==> src/rtl/rsrd_pkg.sv <==
// ----------------------------------------------------------------------------
// rsrd_pkg
// Shared types and constants of the RGBE scanline RLE decoder: register
// codes, stream marker values, the configuration bundle and the descriptor
// that travels from the decode stage to the address stage.
// ----------------------------------------------------------------------------
package rsrd_pkg;

  // Scanline length limits for a line to qualify as per-channel RLE.
  localparam int unsigned MAX_LINE_LENGTH = 32767;
  localparam int unsigned MIN_RLE_LENGTH  = 8;

  // Configuration register indexes.
  localparam logic [2:0] CFG_IMAGE_WIDTH  = 3'd0;
  localparam logic [2:0] CFG_IMAGE_HEIGHT = 3'd1;
  localparam logic [2:0] CFG_COLUMN_ORDER = 3'd2;
  localparam logic [2:0] CFG_REVERSE_X    = 3'd3;
  localparam logic [2:0] CFG_BOTTOM_UP    = 3'd4;

  // Channel select code for a whole-texel write.
  localparam logic [2:0] SEL_TEXEL = 3'd4;

  // Stream marker values.
  localparam logic [7:0] HDR_MARK      = 8'd2;
  localparam logic [7:0] OLD_REP_MARK  = 8'd1;
  localparam logic [7:0] RUN_THRESHOLD = 8'd128;

  // Old-RLE repeat shift grows by one byte per repeat texel, up to 24.
  localparam logic [4:0] SHIFT_STEP = 5'd8;
  localparam logic [4:0] SHIFT_MAX  = 5'd24;

  // Configuration registers as one bundle.
  typedef struct packed {
    logic [14:0] image_width;
    logic [14:0] image_height;
    logic        column_order;
    logic        reverse_x;
    logic        bottom_up;
  } cfg_t;

  // Decoded write descriptor with the destination texel position.
  typedef struct packed {
    logic [2:0]  channel_sel;
    logic [31:0] texel;
    logic [14:0] pos_x;
    logic [14:0] pos_y;
    logic [14:0] run_count;
    logic        line_done;
    logic        image_done;
    logic        overrun;
  } desc_t;

  // A zero image dimension is treated as one.
  function automatic logic [14:0] eff_dim(input logic [14:0] d);
    return (d == 15'd0) ? 15'd1 : d;
  endfunction

endpackage

==> src/rtl/rgbe_scanline_rle_decoder.sv <==
// ----------------------------------------------------------------------------
// rgbe_scanline_rle_decoder
// Decodes the pixel section of an RGBE picture, one byte per word, into
// write descriptors for the destination texel image.
// ----------------------------------------------------------------------------
// The decoder takes one compressed byte per clock cycle, every cycle, as long
// as the consumer keeps up. A byte that completes a write is captured in the
// decode register (scanline state update and texel position) when it is
// accepted, then moves on to the output register, where a 15 by 15 bit
// multiply forms the destination byte offset and its descriptor is offered;
// a stall from the consumer can hold it in the decode register in between.
// The stall path from out_ready to in_ready passes through both stages.
// Writing a known configuration register restarts decoding at the first
// scanline; registers are to be written only while the decoder is idle.
// Once the last scanline completes, further bytes are accepted and dropped.
module rgbe_scanline_rle_decoder
  import rsrd_pkg::*;
(
  input  logic               clk,
  input  logic               rst_n,
  input  logic               cfg_wr_en,
  input  logic [2:0]         cfg_index,
  input  logic [14:0]        cfg_wdata,
  input  logic               in_valid,
  output logic               in_ready,
  input  logic [7:0]         in_data_byte,
  output logic               out_valid,
  input  logic               out_ready,
  output logic [2:0]         out_channel_sel,
  output logic [7:0]         out_byte_r,
  output logic [7:0]         out_byte_g,
  output logic [7:0]         out_byte_b,
  output logic [7:0]         out_byte_e,
  output logic [31:0]        out_dest_offset,
  output logic signed [17:0] out_dest_step,
  output logic [14:0]        out_run_count,
  output logic               out_line_done,
  output logic               out_image_done,
  output logic               out_overrun
);

  cfg_t  cfg_r, cfg_nxt;
  logic  restart;
  logic  desc_valid;
  logic  desc_ready;
  desc_t desc;

  // Register write decode; an unknown index changes nothing.
  always_comb begin
    cfg_nxt = cfg_r;
    restart = 1'b0;
    if (cfg_wr_en) begin
      case (cfg_index)
        CFG_IMAGE_WIDTH: begin
          cfg_nxt.image_width = cfg_wdata;
          restart             = 1'b1;
        end
        CFG_IMAGE_HEIGHT: begin
          cfg_nxt.image_height = cfg_wdata;
          restart              = 1'b1;
        end
        CFG_COLUMN_ORDER: begin
          cfg_nxt.column_order = cfg_wdata[0];
          restart              = 1'b1;
        end
        CFG_REVERSE_X: begin
          cfg_nxt.reverse_x = cfg_wdata[0];
          restart           = 1'b1;
        end
        CFG_BOTTOM_UP: begin
          cfg_nxt.bottom_up = cfg_wdata[0];
          restart           = 1'b1;
        end
        default: ;
      endcase
    end
  end

  // Configuration registers.
  always_ff @(posedge clk) begin
    if (!rst_n) begin
      cfg_r.image_width  <= 15'd1;
      cfg_r.image_height <= 15'd1;
      cfg_r.column_order <= 1'b0;
      cfg_r.reverse_x    <= 1'b0;
      cfg_r.bottom_up    <= 1'b0;
    end else begin
      cfg_r <= cfg_nxt;
    end
  end

  rsrd_decode u_decode (
    .clk          (clk),
    .rst_n        (rst_n),
    .cfg          (cfg_r),
    .restart      (restart),
    .in_valid     (in_valid),
    .in_ready     (in_ready),
    .in_data_byte (in_data_byte),
    .desc_valid   (desc_valid),
    .desc_ready   (desc_ready),
    .desc         (desc)
  );

  rsrd_addr u_addr (
    .clk             (clk),
    .rst_n           (rst_n),
    .cfg             (cfg_r),
    .desc_valid      (desc_valid),
    .desc_ready      (desc_ready),
    .desc            (desc),
    .out_valid       (out_valid),
    .out_ready       (out_ready),
    .out_channel_sel (out_channel_sel),
    .out_byte_r      (out_byte_r),
    .out_byte_g      (out_byte_g),
    .out_byte_b      (out_byte_b),
    .out_byte_e      (out_byte_e),
    .out_dest_offset (out_dest_offset),
    .out_dest_step   (out_dest_step),
    .out_run_count   (out_run_count),
    .out_line_done   (out_line_done),
    .out_image_done  (out_image_done),
    .out_overrun     (out_overrun)
  );

endmodule

==> src/rtl/rsrd_decode.sv <==
// ----------------------------------------------------------------------------
// rsrd_decode
// Byte-serial scanline decoder. Tracks header check, old per-texel RLE and
// per-channel adaptive RLE, and registers one write descriptor per byte
// that completes a write.
// ----------------------------------------------------------------------------
module rsrd_decode
  import rsrd_pkg::*;
(
  input  logic        clk,
  input  logic        rst_n,
  input  cfg_t        cfg,
  input  logic        restart,
  input  logic        in_valid,
  output logic        in_ready,
  input  logic [7:0]  in_data_byte,
  output logic        desc_valid,
  input  logic        desc_ready,
  output desc_t       desc
);

  typedef enum logic [1:0] {
    MODE_HEADER,
    MODE_OLD,
    MODE_CHAN
  } mode_t;

  mode_t       line_mode_r, line_mode_nxt;
  logic [7:0]  hdr0_r, hdr0_nxt;
  logic [7:0]  hdr1_r, hdr1_nxt;
  logic [7:0]  hdr2_r, hdr2_nxt;
  logic [1:0]  byte_phase_r, byte_phase_nxt;
  logic [14:0] scanline_count_r, scanline_count_nxt;
  logic [14:0] texel_count_r, texel_count_nxt;
  logic [1:0]  channel_index_r, channel_index_nxt;
  logic [7:0]  run_remaining_r, run_remaining_nxt;
  logic        run_is_repeat_r, run_is_repeat_nxt;
  logic        lit_clip_r, lit_clip_nxt;
  logic [31:0] last_texel_r, last_texel_nxt;
  logic [23:0] partial_texel_r, partial_texel_nxt;
  logic [4:0]  repeat_shift_r, repeat_shift_nxt;
  logic        image_finished_r, image_finished_nxt;

  logic        desc_valid_r;
  desc_t       desc_r, desc_nxt;

  logic        accept;
  logic        emit;
  logic [14:0] eff_w;
  logic [14:0] eff_h;
  logic [14:0] line_len;
  logic [14:0] num_lines;
  logic [14:0] rem;
  logic        hdr_ok;

  // Geometry of the scanlines under the current configuration.
  assign eff_w     = eff_dim(cfg.image_width);
  assign eff_h     = eff_dim(cfg.image_height);
  assign line_len  = cfg.column_order ? eff_h : eff_w;
  assign num_lines = cfg.column_order ? eff_w : eff_h;
  assign rem       = line_len - texel_count_r;

  // A new byte enters whenever the descriptor slot is free or drains.
  assign in_ready   = !desc_valid_r || desc_ready;
  assign accept     = in_valid && in_ready;
  assign desc_valid = desc_valid_r;
  assign desc       = desc_r;

  // Header test on the three stored bytes and the current one.
  assign hdr_ok = (hdr0_r == HDR_MARK) && (hdr1_r == HDR_MARK) && !hdr2_r[7] &&
                  ({hdr2_r[6:0], in_data_byte} == line_len) &&
                  (line_len >= 15'(MIN_RLE_LENGTH)) &&
                  (line_len <= 15'(MAX_LINE_LENGTH));

  // Next-state logic for one byte.
  always_comb begin
    logic        old_go;
    logic [31:0] old_texel;
    logic [31:0] rep_cnt;
    logic [2:0]  em_sel;
    logic [31:0] em_texel;
    logic [14:0] em_cnt;
    logic        em_clip;
    logic        em_whole;
    logic        em_done;
    logic        em_img;
    logic [15:0] tc_sum;
    logic [15:0] scan_sum;
    logic [14:0] tpos;

    line_mode_nxt      = line_mode_r;
    hdr0_nxt           = hdr0_r;
    hdr1_nxt           = hdr1_r;
    hdr2_nxt           = hdr2_r;
    byte_phase_nxt     = byte_phase_r;
    scanline_count_nxt = scanline_count_r;
    texel_count_nxt    = texel_count_r;
    channel_index_nxt  = channel_index_r;
    run_remaining_nxt  = run_remaining_r;
    run_is_repeat_nxt  = run_is_repeat_r;
    lit_clip_nxt       = lit_clip_r;
    last_texel_nxt     = last_texel_r;
    partial_texel_nxt  = partial_texel_r;
    repeat_shift_nxt   = repeat_shift_r;
    image_finished_nxt = image_finished_r;

    old_go    = 1'b0;
    old_texel = '0;
    rep_cnt   = '0;
    emit      = 1'b0;
    em_sel    = SEL_TEXEL;
    em_texel  = '0;
    em_cnt    = 15'd1;
    em_clip   = 1'b0;
    em_whole  = 1'b1;
    em_done   = 1'b0;
    em_img    = 1'b0;
    tc_sum    = '0;
    scan_sum  = '0;
    tpos      = texel_count_r;

    if (accept && !image_finished_r) begin
      case (line_mode_r)
        MODE_HEADER: begin
          if (byte_phase_r != 2'd3) begin
            case (byte_phase_r)
              2'd0:    hdr0_nxt = in_data_byte;
              2'd1:    hdr1_nxt = in_data_byte;
              default: hdr2_nxt = in_data_byte;
            endcase
            byte_phase_nxt = byte_phase_r + 2'd1;
          end else begin
            byte_phase_nxt = 2'd0;
            if (hdr_ok) begin
              line_mode_nxt     = MODE_CHAN;
              channel_index_nxt = 2'd0;
              texel_count_nxt   = 15'd0;
              run_remaining_nxt = 8'd0;
              run_is_repeat_nxt = 1'b0;
              lit_clip_nxt      = 1'b0;
            end else begin
              line_mode_nxt = MODE_OLD;
              old_go        = 1'b1;
              old_texel     = {hdr0_r, hdr1_r, hdr2_r, in_data_byte};
            end
          end
        end
        MODE_OLD: begin
          if (byte_phase_r != 2'd3) begin
            partial_texel_nxt = {partial_texel_r[15:0], in_data_byte};
            byte_phase_nxt    = byte_phase_r + 2'd1;
          end else begin
            byte_phase_nxt = 2'd0;
            old_go         = 1'b1;
            old_texel      = {partial_texel_r, in_data_byte};
          end
        end
        MODE_CHAN: begin
          em_whole = 1'b0;
          em_sel   = {1'b0, channel_index_r};
          em_texel = {in_data_byte, 24'd0};
          if (run_remaining_r == 8'd0) begin
            // Control byte: a repeat run above the threshold, else literals.
            if (in_data_byte > RUN_THRESHOLD) begin
              run_is_repeat_nxt = 1'b1;
              run_remaining_nxt = {1'b0, in_data_byte[6:0]};
              lit_clip_nxt      = 1'b0;
            end else begin
              run_is_repeat_nxt = 1'b0;
              lit_clip_nxt      = {7'd0, in_data_byte} > rem;
              run_remaining_nxt = ({7'd0, in_data_byte} > rem) ? rem[7:0] : in_data_byte;
            end
          end else if (run_is_repeat_r) begin
            emit              = 1'b1;
            run_remaining_nxt = 8'd0;
            if ({7'd0, run_remaining_r} > rem) begin
              em_cnt  = rem;
              em_clip = 1'b1;
            end else begin
              em_cnt = {7'd0, run_remaining_r};
            end
          end else begin
            emit              = 1'b1;
            run_remaining_nxt = run_remaining_r - 8'd1;
            em_cnt            = 15'd1;
            em_clip           = lit_clip_r && (run_remaining_r == 8'd1);
            if (run_remaining_r == 8'd1) begin
              lit_clip_nxt = 1'b0;
            end
          end
        end
        default: ;
      endcase

      // Old-RLE texel: either a repeat marker or a new literal texel.
      if (old_go) begin
        if (old_texel[31:8] == {OLD_REP_MARK, OLD_REP_MARK, OLD_REP_MARK}) begin
          rep_cnt = {24'd0, old_texel[7:0]} << repeat_shift_r;
          if (repeat_shift_r < SHIFT_MAX) begin
            repeat_shift_nxt = repeat_shift_r + SHIFT_STEP;
          end
          if (old_texel[7:0] != 8'd0) begin
            emit     = 1'b1;
            em_texel = last_texel_r;
            if (rep_cnt > {17'd0, rem}) begin
              em_cnt  = rem;
              em_clip = 1'b1;
            end else begin
              em_cnt = rep_cnt[14:0];
            end
          end
        end else begin
          last_texel_nxt   = old_texel;
          repeat_shift_nxt = 5'd0;
          emit             = 1'b1;
          em_texel         = old_texel;
          em_cnt           = 15'd1;
        end
      end

      // Advance the position and close the channel or the scanline.
      if (emit) begin
        tc_sum          = {1'b0, texel_count_r} + {1'b0, em_cnt};
        texel_count_nxt = tc_sum[14:0];
        if (tc_sum >= {1'b0, line_len}) begin
          if (em_whole || (channel_index_r == 2'd3)) begin
            em_done            = 1'b1;
            scan_sum           = {1'b0, scanline_count_r} + 16'd1;
            scanline_count_nxt = scan_sum[14:0];
            texel_count_nxt    = 15'd0;
            channel_index_nxt  = 2'd0;
            run_remaining_nxt  = 8'd0;
            run_is_repeat_nxt  = 1'b0;
            lit_clip_nxt       = 1'b0;
            line_mode_nxt      = MODE_HEADER;
            byte_phase_nxt     = 2'd0;
            last_texel_nxt     = '0;
            repeat_shift_nxt   = 5'd0;
            if (scan_sum >= {1'b0, num_lines}) begin
              image_finished_nxt = 1'b1;
              em_img             = 1'b1;
            end
          end else begin
            channel_index_nxt = channel_index_r + 2'd1;
            texel_count_nxt   = 15'd0;
          end
        end
      end
    end

    // Descriptor: source position mapped to destination x and y.
    desc_nxt.channel_sel = em_sel;
    desc_nxt.texel       = em_texel;
    desc_nxt.run_count   = em_cnt;
    desc_nxt.line_done   = em_done;
    desc_nxt.image_done  = em_img;
    desc_nxt.overrun     = em_clip;
    if (cfg.column_order) begin
      desc_nxt.pos_x = cfg.reverse_x ? (eff_w - 15'd1 - scanline_count_r) : scanline_count_r;
      desc_nxt.pos_y = cfg.bottom_up ? (eff_h - 15'd1 - tpos) : tpos;
    end else begin
      desc_nxt.pos_x = cfg.reverse_x ? (eff_w - 15'd1 - tpos) : tpos;
      desc_nxt.pos_y = cfg.bottom_up ? (eff_h - 15'd1 - scanline_count_r) : scanline_count_r;
    end

    // A write to a known register index starts the picture over.
    if (restart) begin
      line_mode_nxt      = MODE_HEADER;
      hdr0_nxt           = '0;
      hdr1_nxt           = '0;
      hdr2_nxt           = '0;
      byte_phase_nxt     = 2'd0;
      scanline_count_nxt = '0;
      texel_count_nxt    = '0;
      channel_index_nxt  = 2'd0;
      run_remaining_nxt  = '0;
      run_is_repeat_nxt  = 1'b0;
      lit_clip_nxt       = 1'b0;
      last_texel_nxt     = '0;
      partial_texel_nxt  = '0;
      repeat_shift_nxt   = '0;
      image_finished_nxt = 1'b0;
      emit               = 1'b0;
    end
  end

  // Decoder state.
  always_ff @(posedge clk) begin
    if (!rst_n) begin
      line_mode_r      <= MODE_HEADER;
      hdr0_r           <= '0;
      hdr1_r           <= '0;
      hdr2_r           <= '0;
      byte_phase_r     <= 2'd0;
      scanline_count_r <= '0;
      texel_count_r    <= '0;
      channel_index_r  <= 2'd0;
      run_remaining_r  <= '0;
      run_is_repeat_r  <= 1'b0;
      lit_clip_r       <= 1'b0;
      last_texel_r     <= '0;
      partial_texel_r  <= '0;
      repeat_shift_r   <= '0;
      image_finished_r <= 1'b0;
      desc_valid_r     <= 1'b0;
    end else begin
      line_mode_r      <= line_mode_nxt;
      hdr0_r           <= hdr0_nxt;
      hdr1_r           <= hdr1_nxt;
      hdr2_r           <= hdr2_nxt;
      byte_phase_r     <= byte_phase_nxt;
      scanline_count_r <= scanline_count_nxt;
      texel_count_r    <= texel_count_nxt;
      channel_index_r  <= channel_index_nxt;
      run_remaining_r  <= run_remaining_nxt;
      run_is_repeat_r  <= run_is_repeat_nxt;
      lit_clip_r       <= lit_clip_nxt;
      last_texel_r     <= last_texel_nxt;
      partial_texel_r  <= partial_texel_nxt;
      repeat_shift_r   <= repeat_shift_nxt;
      image_finished_r <= image_finished_nxt;
      if (in_ready) begin
        desc_valid_r <= accept && emit;
      end
    end
  end

  // Descriptor payload.
  always_ff @(posedge clk) begin
    if (accept && emit) begin
      desc_r <= desc_nxt;
    end
  end

  // The position inside a scanline never reaches the line length.
  assert property (@(posedge clk) disable iff (!rst_n) texel_count_r < line_len)
    else $error("texel position past the line length");

  // Only per-channel lines move past the red channel or hold a pending run.
  assert property (@(posedge clk) disable iff (!rst_n)
    (channel_index_r != 2'd0 || run_remaining_r != 8'd0) |-> line_mode_r == MODE_CHAN)
    else $error("channel state outside a per-channel line");

  // The last scanline's write also closes its line.
  assert property (@(posedge clk) disable iff (!rst_n)
    (desc_valid_r && desc_r.image_done) |-> desc_r.line_done)
    else $error("image done without line done");

  // Bytes after the end of the picture produce nothing.
  assert property (@(posedge clk) disable iff (!rst_n)
    (accept && image_finished_r) |=> !desc_valid_r)
    else $error("write produced after the picture finished");

endmodule

==> src/rtl/rsrd_addr.sv <==
// ----------------------------------------------------------------------------
// rsrd_addr
// Output stage: turns a descriptor's destination x and y into a byte offset,
// attaches the signed texel stride and holds the finished word for the consumer.
// ----------------------------------------------------------------------------
module rsrd_addr
  import rsrd_pkg::*;
(
  input  logic               clk,
  input  logic               rst_n,
  input  cfg_t               cfg,
  input  logic               desc_valid,
  output logic               desc_ready,
  input  desc_t              desc,
  output logic               out_valid,
  input  logic               out_ready,
  output logic [2:0]         out_channel_sel,
  output logic [7:0]         out_byte_r,
  output logic [7:0]         out_byte_g,
  output logic [7:0]         out_byte_b,
  output logic [7:0]         out_byte_e,
  output logic [31:0]        out_dest_offset,
  output logic signed [17:0] out_dest_step,
  output logic [14:0]        out_run_count,
  output logic               out_line_done,
  output logic               out_image_done,
  output logic               out_overrun
);

  logic [14:0] eff_w;
  logic [29:0] row_base;
  logic [30:0] lin_index;
  logic [31:0] offset_nxt;
  logic [16:0] step_mag;
  logic        step_neg;
  logic [17:0] step_nxt;
  logic        out_valid_r;
  logic [31:0] offset_r;
  logic [17:0] step_r;
  desc_t       word_r;

  assign eff_w = eff_dim(cfg.image_width);

  // Byte offset: (y * width + x) * 4, kept to 32 bits.
  assign row_base   = desc.pos_y * eff_w;
  assign lin_index  = {1'b0, row_base} + {16'd0, desc.pos_x};
  assign offset_nxt = {lin_index[29:0], 2'b00};

  // Stride: one texel along a row, one row along a column.
  assign step_mag = cfg.column_order ? {eff_w, 2'b00} : 17'd4;
  assign step_neg = cfg.column_order ? cfg.bottom_up : cfg.reverse_x;
  assign step_nxt = step_neg ? (18'd0 - {1'b0, step_mag}) : {1'b0, step_mag};

  assign desc_ready = !out_valid_r || out_ready;

  // Output word valid flag.
  always_ff @(posedge clk) begin
    if (!rst_n) begin
      out_valid_r <= 1'b0;
    end else if (desc_ready) begin
      out_valid_r <= desc_valid;
    end
  end

  // Output word payload.
  always_ff @(posedge clk) begin
    if (desc_ready && desc_valid) begin
      word_r   <= desc;
      offset_r <= offset_nxt;
      step_r   <= step_nxt;
    end
  end

  assign out_valid       = out_valid_r;
  assign out_channel_sel = word_r.channel_sel;
  assign out_byte_r      = word_r.texel[31:24];
  assign out_byte_g      = word_r.texel[23:16];
  assign out_byte_b      = word_r.texel[15:8];
  assign out_byte_e      = word_r.texel[7:0];
  assign out_dest_offset = offset_r;
  assign out_dest_step   = $signed(step_r);
  assign out_run_count   = word_r.run_count;
  assign out_line_done   = word_r.line_done;
  assign out_image_done  = word_r.image_done;
  assign out_overrun     = word_r.overrun;

endmodule

==> config.mk <==
export PLATFORM = sky130hd
export DESIGN_NAME = rgbe_scanline_rle_decoder
export DESIGN_NICKNAME = d
export VERILOG_FILES = /design/src/rtl/rsrd_pkg.sv /design/src/rtl/rgbe_scanline_rle_decoder.sv /design/src/rtl/rsrd_decode.sv /design/src/rtl/rsrd_addr.sv
export SDC_FILE = /design/constraint.sdc
export NUM_CORES = 2
export LEC_CHECK = 0
export ABC_AREA = 1
export BUFFER_PORTS_ARGS = -buffer_cell sky130_fd_sc_hd__buf_2
export CAP_MARGIN = 5
export CORE_ASPECT_RATIO = 0.5
export CORE_MARGIN = 4
export CORE_UTILIZATION = 55
export DETAILED_ROUTE_END_ITERATION = 10
export PLACE_DENSITY = 0.72
export SETUP_SLACK_MARGIN = 0.15
export SLEW_MARGIN = 0
export SYNTH_ARGS = -nofsm -noshare
export SYNTH_HDL_FRONTEND = slang
export SYNTH_HIERARCHICAL = 1
export SYNTH_SLANG_ARGS = --single-unit
==> constraint.sdc <==
create_clock -name clk -period 17.7 [get_ports clk]
set_clock_uncertainty 0.15 [all_clocks]
set_input_delay 3.54 -clock clk [delete_from_list [all_inputs] [get_ports clk]]
set_output_delay 3.54 -clock clk [all_outputs]
set_load 0.01 [all_outputs]
==> summary.json <==
{
  "final_net_count": 4736,
  "drt_first_pass_iters": 6,
  "cellPowerDensity_nw_per_um2": 65.3,
  "ir_drop_mv": 0.0588,
  "wp_buf_inv": 8,
  "synthCells": 4213,
  "critical_path.endpoint_type": "register",
  "postSynth.topFlopCell": "edfxtp_1",
  "yosys_warnings": 6,
  "antenna_violations_before_repair": 0,
  "grt_pass1_vias": 27100,
  "synth_async_sr_flop_share": 0,
  "cts-hold-fix-buffers": 0,
  "max_clock_freq_mhz": 78.7,
  "grt_util_met3": 0.0448,
  "power.clock.fraction": 0.351,
  "cp-start-kind": "input pin",
  "finalSetupViolCount": 0,
  "synthDistinctLibCells": 66,
  "final.min_clock_period_ns": 12.70,
  "r2r_setup_slack_ns": 6.70,
  "global_route.peak_usage_layer": "met2",
  "drtIter0Drc": 2916,
  "synth_edf_count": 182,
  "grt_use_met2": 0.487,
  "critPathSlowestCell": "clkinv_2",
  "cts_tree": "done",
  "cts.clk_slew.worst_paths_ns": 0.07,
  "timing.critical_path.fanout_max": 41,
  "fp.dieH_um": 177,
  "rsz0062_at_grt": "false",
  "setup_tns_ns": 0,
  "worstSkewPairLatency_ns": 0.57,
  "cp_slowest_stage_delay_ns": 0.53,
  "antenna_violating_nets_post_route": 0,
  "yosysSeqAreaShare": 0.280,
  "placementRows": 61,
  "cts-htree-levels": 2,
  "grt_start_max_net_pins": 68,
  "synth.area.top_cells": "edfxtp_1 (17%), fa_1 (12%), nand2_1 (11%)",
  "report.final.hold_viol_count": 0,
  "p_comb_frac": 0.255,
  "portBuffers": 131,
  "io-pin-count": 136,
  "slew_headroom": 0.205,
  "worst_pin_slew_ns": 1.19,
  "detail_route.drc_violations": 0,
  "worst_min_path_class": "reg -> reg",
  "core_area_um2": 56100,
  "layout_worst_path_cycle_share": 0.718,
  "power.net_switching_uw": 730,
  "finalMaxSlewViolations": 0,
  "tritoncts.num_buffers": 35,
  "cp.arrival_ns": 12.97,
  "sequentialPowerShare": 0.394,
  "start_util": 0.562,
  "stdcell_area_um2": 33800,
  "cts.sinks": 349,
  "p_sw_frac": 0.331,
  "die_area_um2": 61400,
  "root_buffer": "clkbuf_16",
  "crit_family": "simple AND/OR/NAND/NOR gates",
  "drt_wl_total_um": 92100,
  "diodes": 0,
  "route.detailed.vias_per_inst": 5.64,
  "place.detailed.hpwl_um": 69500,
  "layout.cells.most_common_list": "nand2_1 (942), inv_1 (749), a21oi_1 (331)",
  "power.leakage_uw": 0.0168,
  "dpl-instance-area_um2": 32600,
  "post_drt_wl_per_cell_um": 18.3,
  "worst-setup-path-type": "in -> reg",
  "netlist_area_um2": 31500,
  "internal_portion_of_total_power_uw": 1470,
  "mostFrequentLayoutCell": "nand2_1",
  "status": "finished, final reports clean",
  "yosys_register_bits": 349,
  "cts_repair_resize_count": 0,
  "post-synth-top-area-cell": "edfxtp_1",
  "post_synthesis_to_final_layout_area_growth_pct": 7.15,
  "vias": 28500,
  "share_of_final_layout_standard_cells_stronger_than_drive_strength_1": 0.0760,
  "die-width_um": 346,
  "timing.max_cap.violations": 0,
  "max-clock-path-buffers": 3,
  "grtUsageTotal": 0.295,
  "fillers": 5205,
  "place.gp.congestion": 0.973,
  "crit_path_frequent_cell": "nand2_1",
  "met1_usage": 0.405,
  "first_pass_grt_wire_length_um": 145000,
  "postCtsSetupRepairBufs": 0,
  "synth_top_area_share": 0.173,
  "critical_path_data_required_time_ns": 17.96,
  "synth.avg_cell_area_um2": 7.48,
  "overflow": 0
}
stage by stage:
step                power, µW  std cells  hold slack (ns)   util  setup slack (ns)
global route             2330       5043            0.275  0.602              4.13
CTS                      2210       5043            0.271  0.602              5.21
detailed placement       1440       4979            0.255  0.582              4.63
floorplan                1300       4216            0.250      -              6.80
finish                   2200       5043            0.269  0.602              5.00
global placement         1430       4979            0.250  0.582              4.86
worst reg2reg max path: cells and delay by family, from the launching register on:
| kind | cells | cell delay [ns] |
|---|---|---|
| XOR/XNOR | 1 | 0.15 |
| flip-flops | 1 | 0.65 |
| buffers and inverters | 8 | 1.86 |
| adder cells (fa/ha/maj) | 4 | 0.99 |
| AND/OR/NAND/NOR | 31 | 4.47 |
| AO/OA/AOI/OAI | 16 | 2.59 |
per-layer routing:
metal / share of wire / vias up
li1: - / 13500
met1: 0.43 / 13500
met3: 0.083 / 174
met5: 0 / -
met4: 0.029 / 0
met2: 0.45 / 1273
cell families after synthesis:
logic type	synth area share
AO/OA/AOI/OAI	0.124
AND/OR/NAND/NOR	0.220
flip-flops	0.280
other	0.000119
buffers and inverters	0.118
adder cells (fa/ha/maj)	0.221
XOR/XNOR	0.0367
cell usage after synthesis, drive strengths merged (7+ instances only):
cell type / n
a21o: 8
a21oi: 333
a31oi: 14
a32oi: 7
buf: 66
clkbuf: 94
clkinv: 10
dfxtp: 167
edfxtp: 182
fa: 187
ha: 258
inv: 767
nand2: 972
nand3: 228
nand4: 51
nor2: 320
nor3: 47
o211ai: 12
o21a: 9
o21ai: 279
o21bai: 16
o22ai: 14
o31ai: 7
xnor2: 27
xor2: 105
power by group through the flow:
stage / Sequential [µW] / Clock (µW) / Combinational [µW]
3_3_place_gp: 886 / 0 / 545
3_5_place_dp: 886 / 0 / 554
2_1_floorplan: 884 / 0 / 419
6_report: 868 / 774 / 561
4_1_cts: 868 / 784 / 557
5_1_grt: 868 / 821 / 638
state kept, by name, summed over array words and instances, names as in the netlist, 2 cells and up:
signal,count
u_decode/repeat_shift_r,5
u_decode/hdr1_r,8
u_decode/channel_index_r,2
u_decode/hdr2_r,8
u_addr/out_channel_sel,3
u_decode/desc,83
u_decode/texel_count_r,15
u_addr/out_byte_g,8
u_decode/run_remaining_r,8
cfg_r,33
u_decode/scanline_count_r,15
u_decode/line_mode_r,2
u_addr/out_byte_e,8
u_addr/out_dest_offset,30
u_addr/out_byte_b,8
u_decode/byte_phase_r,2
u_addr/out_run_count,15
u_decode/hdr0_r,8
u_decode/last_texel_r,32
u_addr/out_dest_step,16
u_decode/partial_texel_r,24
u_addr/out_byte_r,8
worst paths after layout:
check,start,end,cells past startpoint
max,in_data_byte[6],u_decode/run_remaining_r[7]$_SDFFE_PP0P_,60
min,u_decode/desc[61]$_SDFFCE_PN0P_,u_addr/out_byte_b[5]$_DFFE_PP_,0
max reg2reg,cfg_r[2]$_SDFFE_PN0P_,u_decode/run_remaining_r[7]$_SDFFE_PP0P_,60
min reg2reg,u_decode/desc[61]$_SDFFCE_PN0P_,u_addr/out_byte_b[5]$_DFFE_PP_,0
final cells by class:
type                    instances  area (µm²)  area share
clock inverters                21         231     0.00686
repair buffers                167         926      0.0274
flip-flops and latches        349        8810       0.261
clock buffers                  43         906      0.0268
inverters                     777        2920      0.0864
well taps                     756         946      0.0280
multi-input cells            2930       19000       0.563
Note: power is estimated with default switching activity, not from simulation.
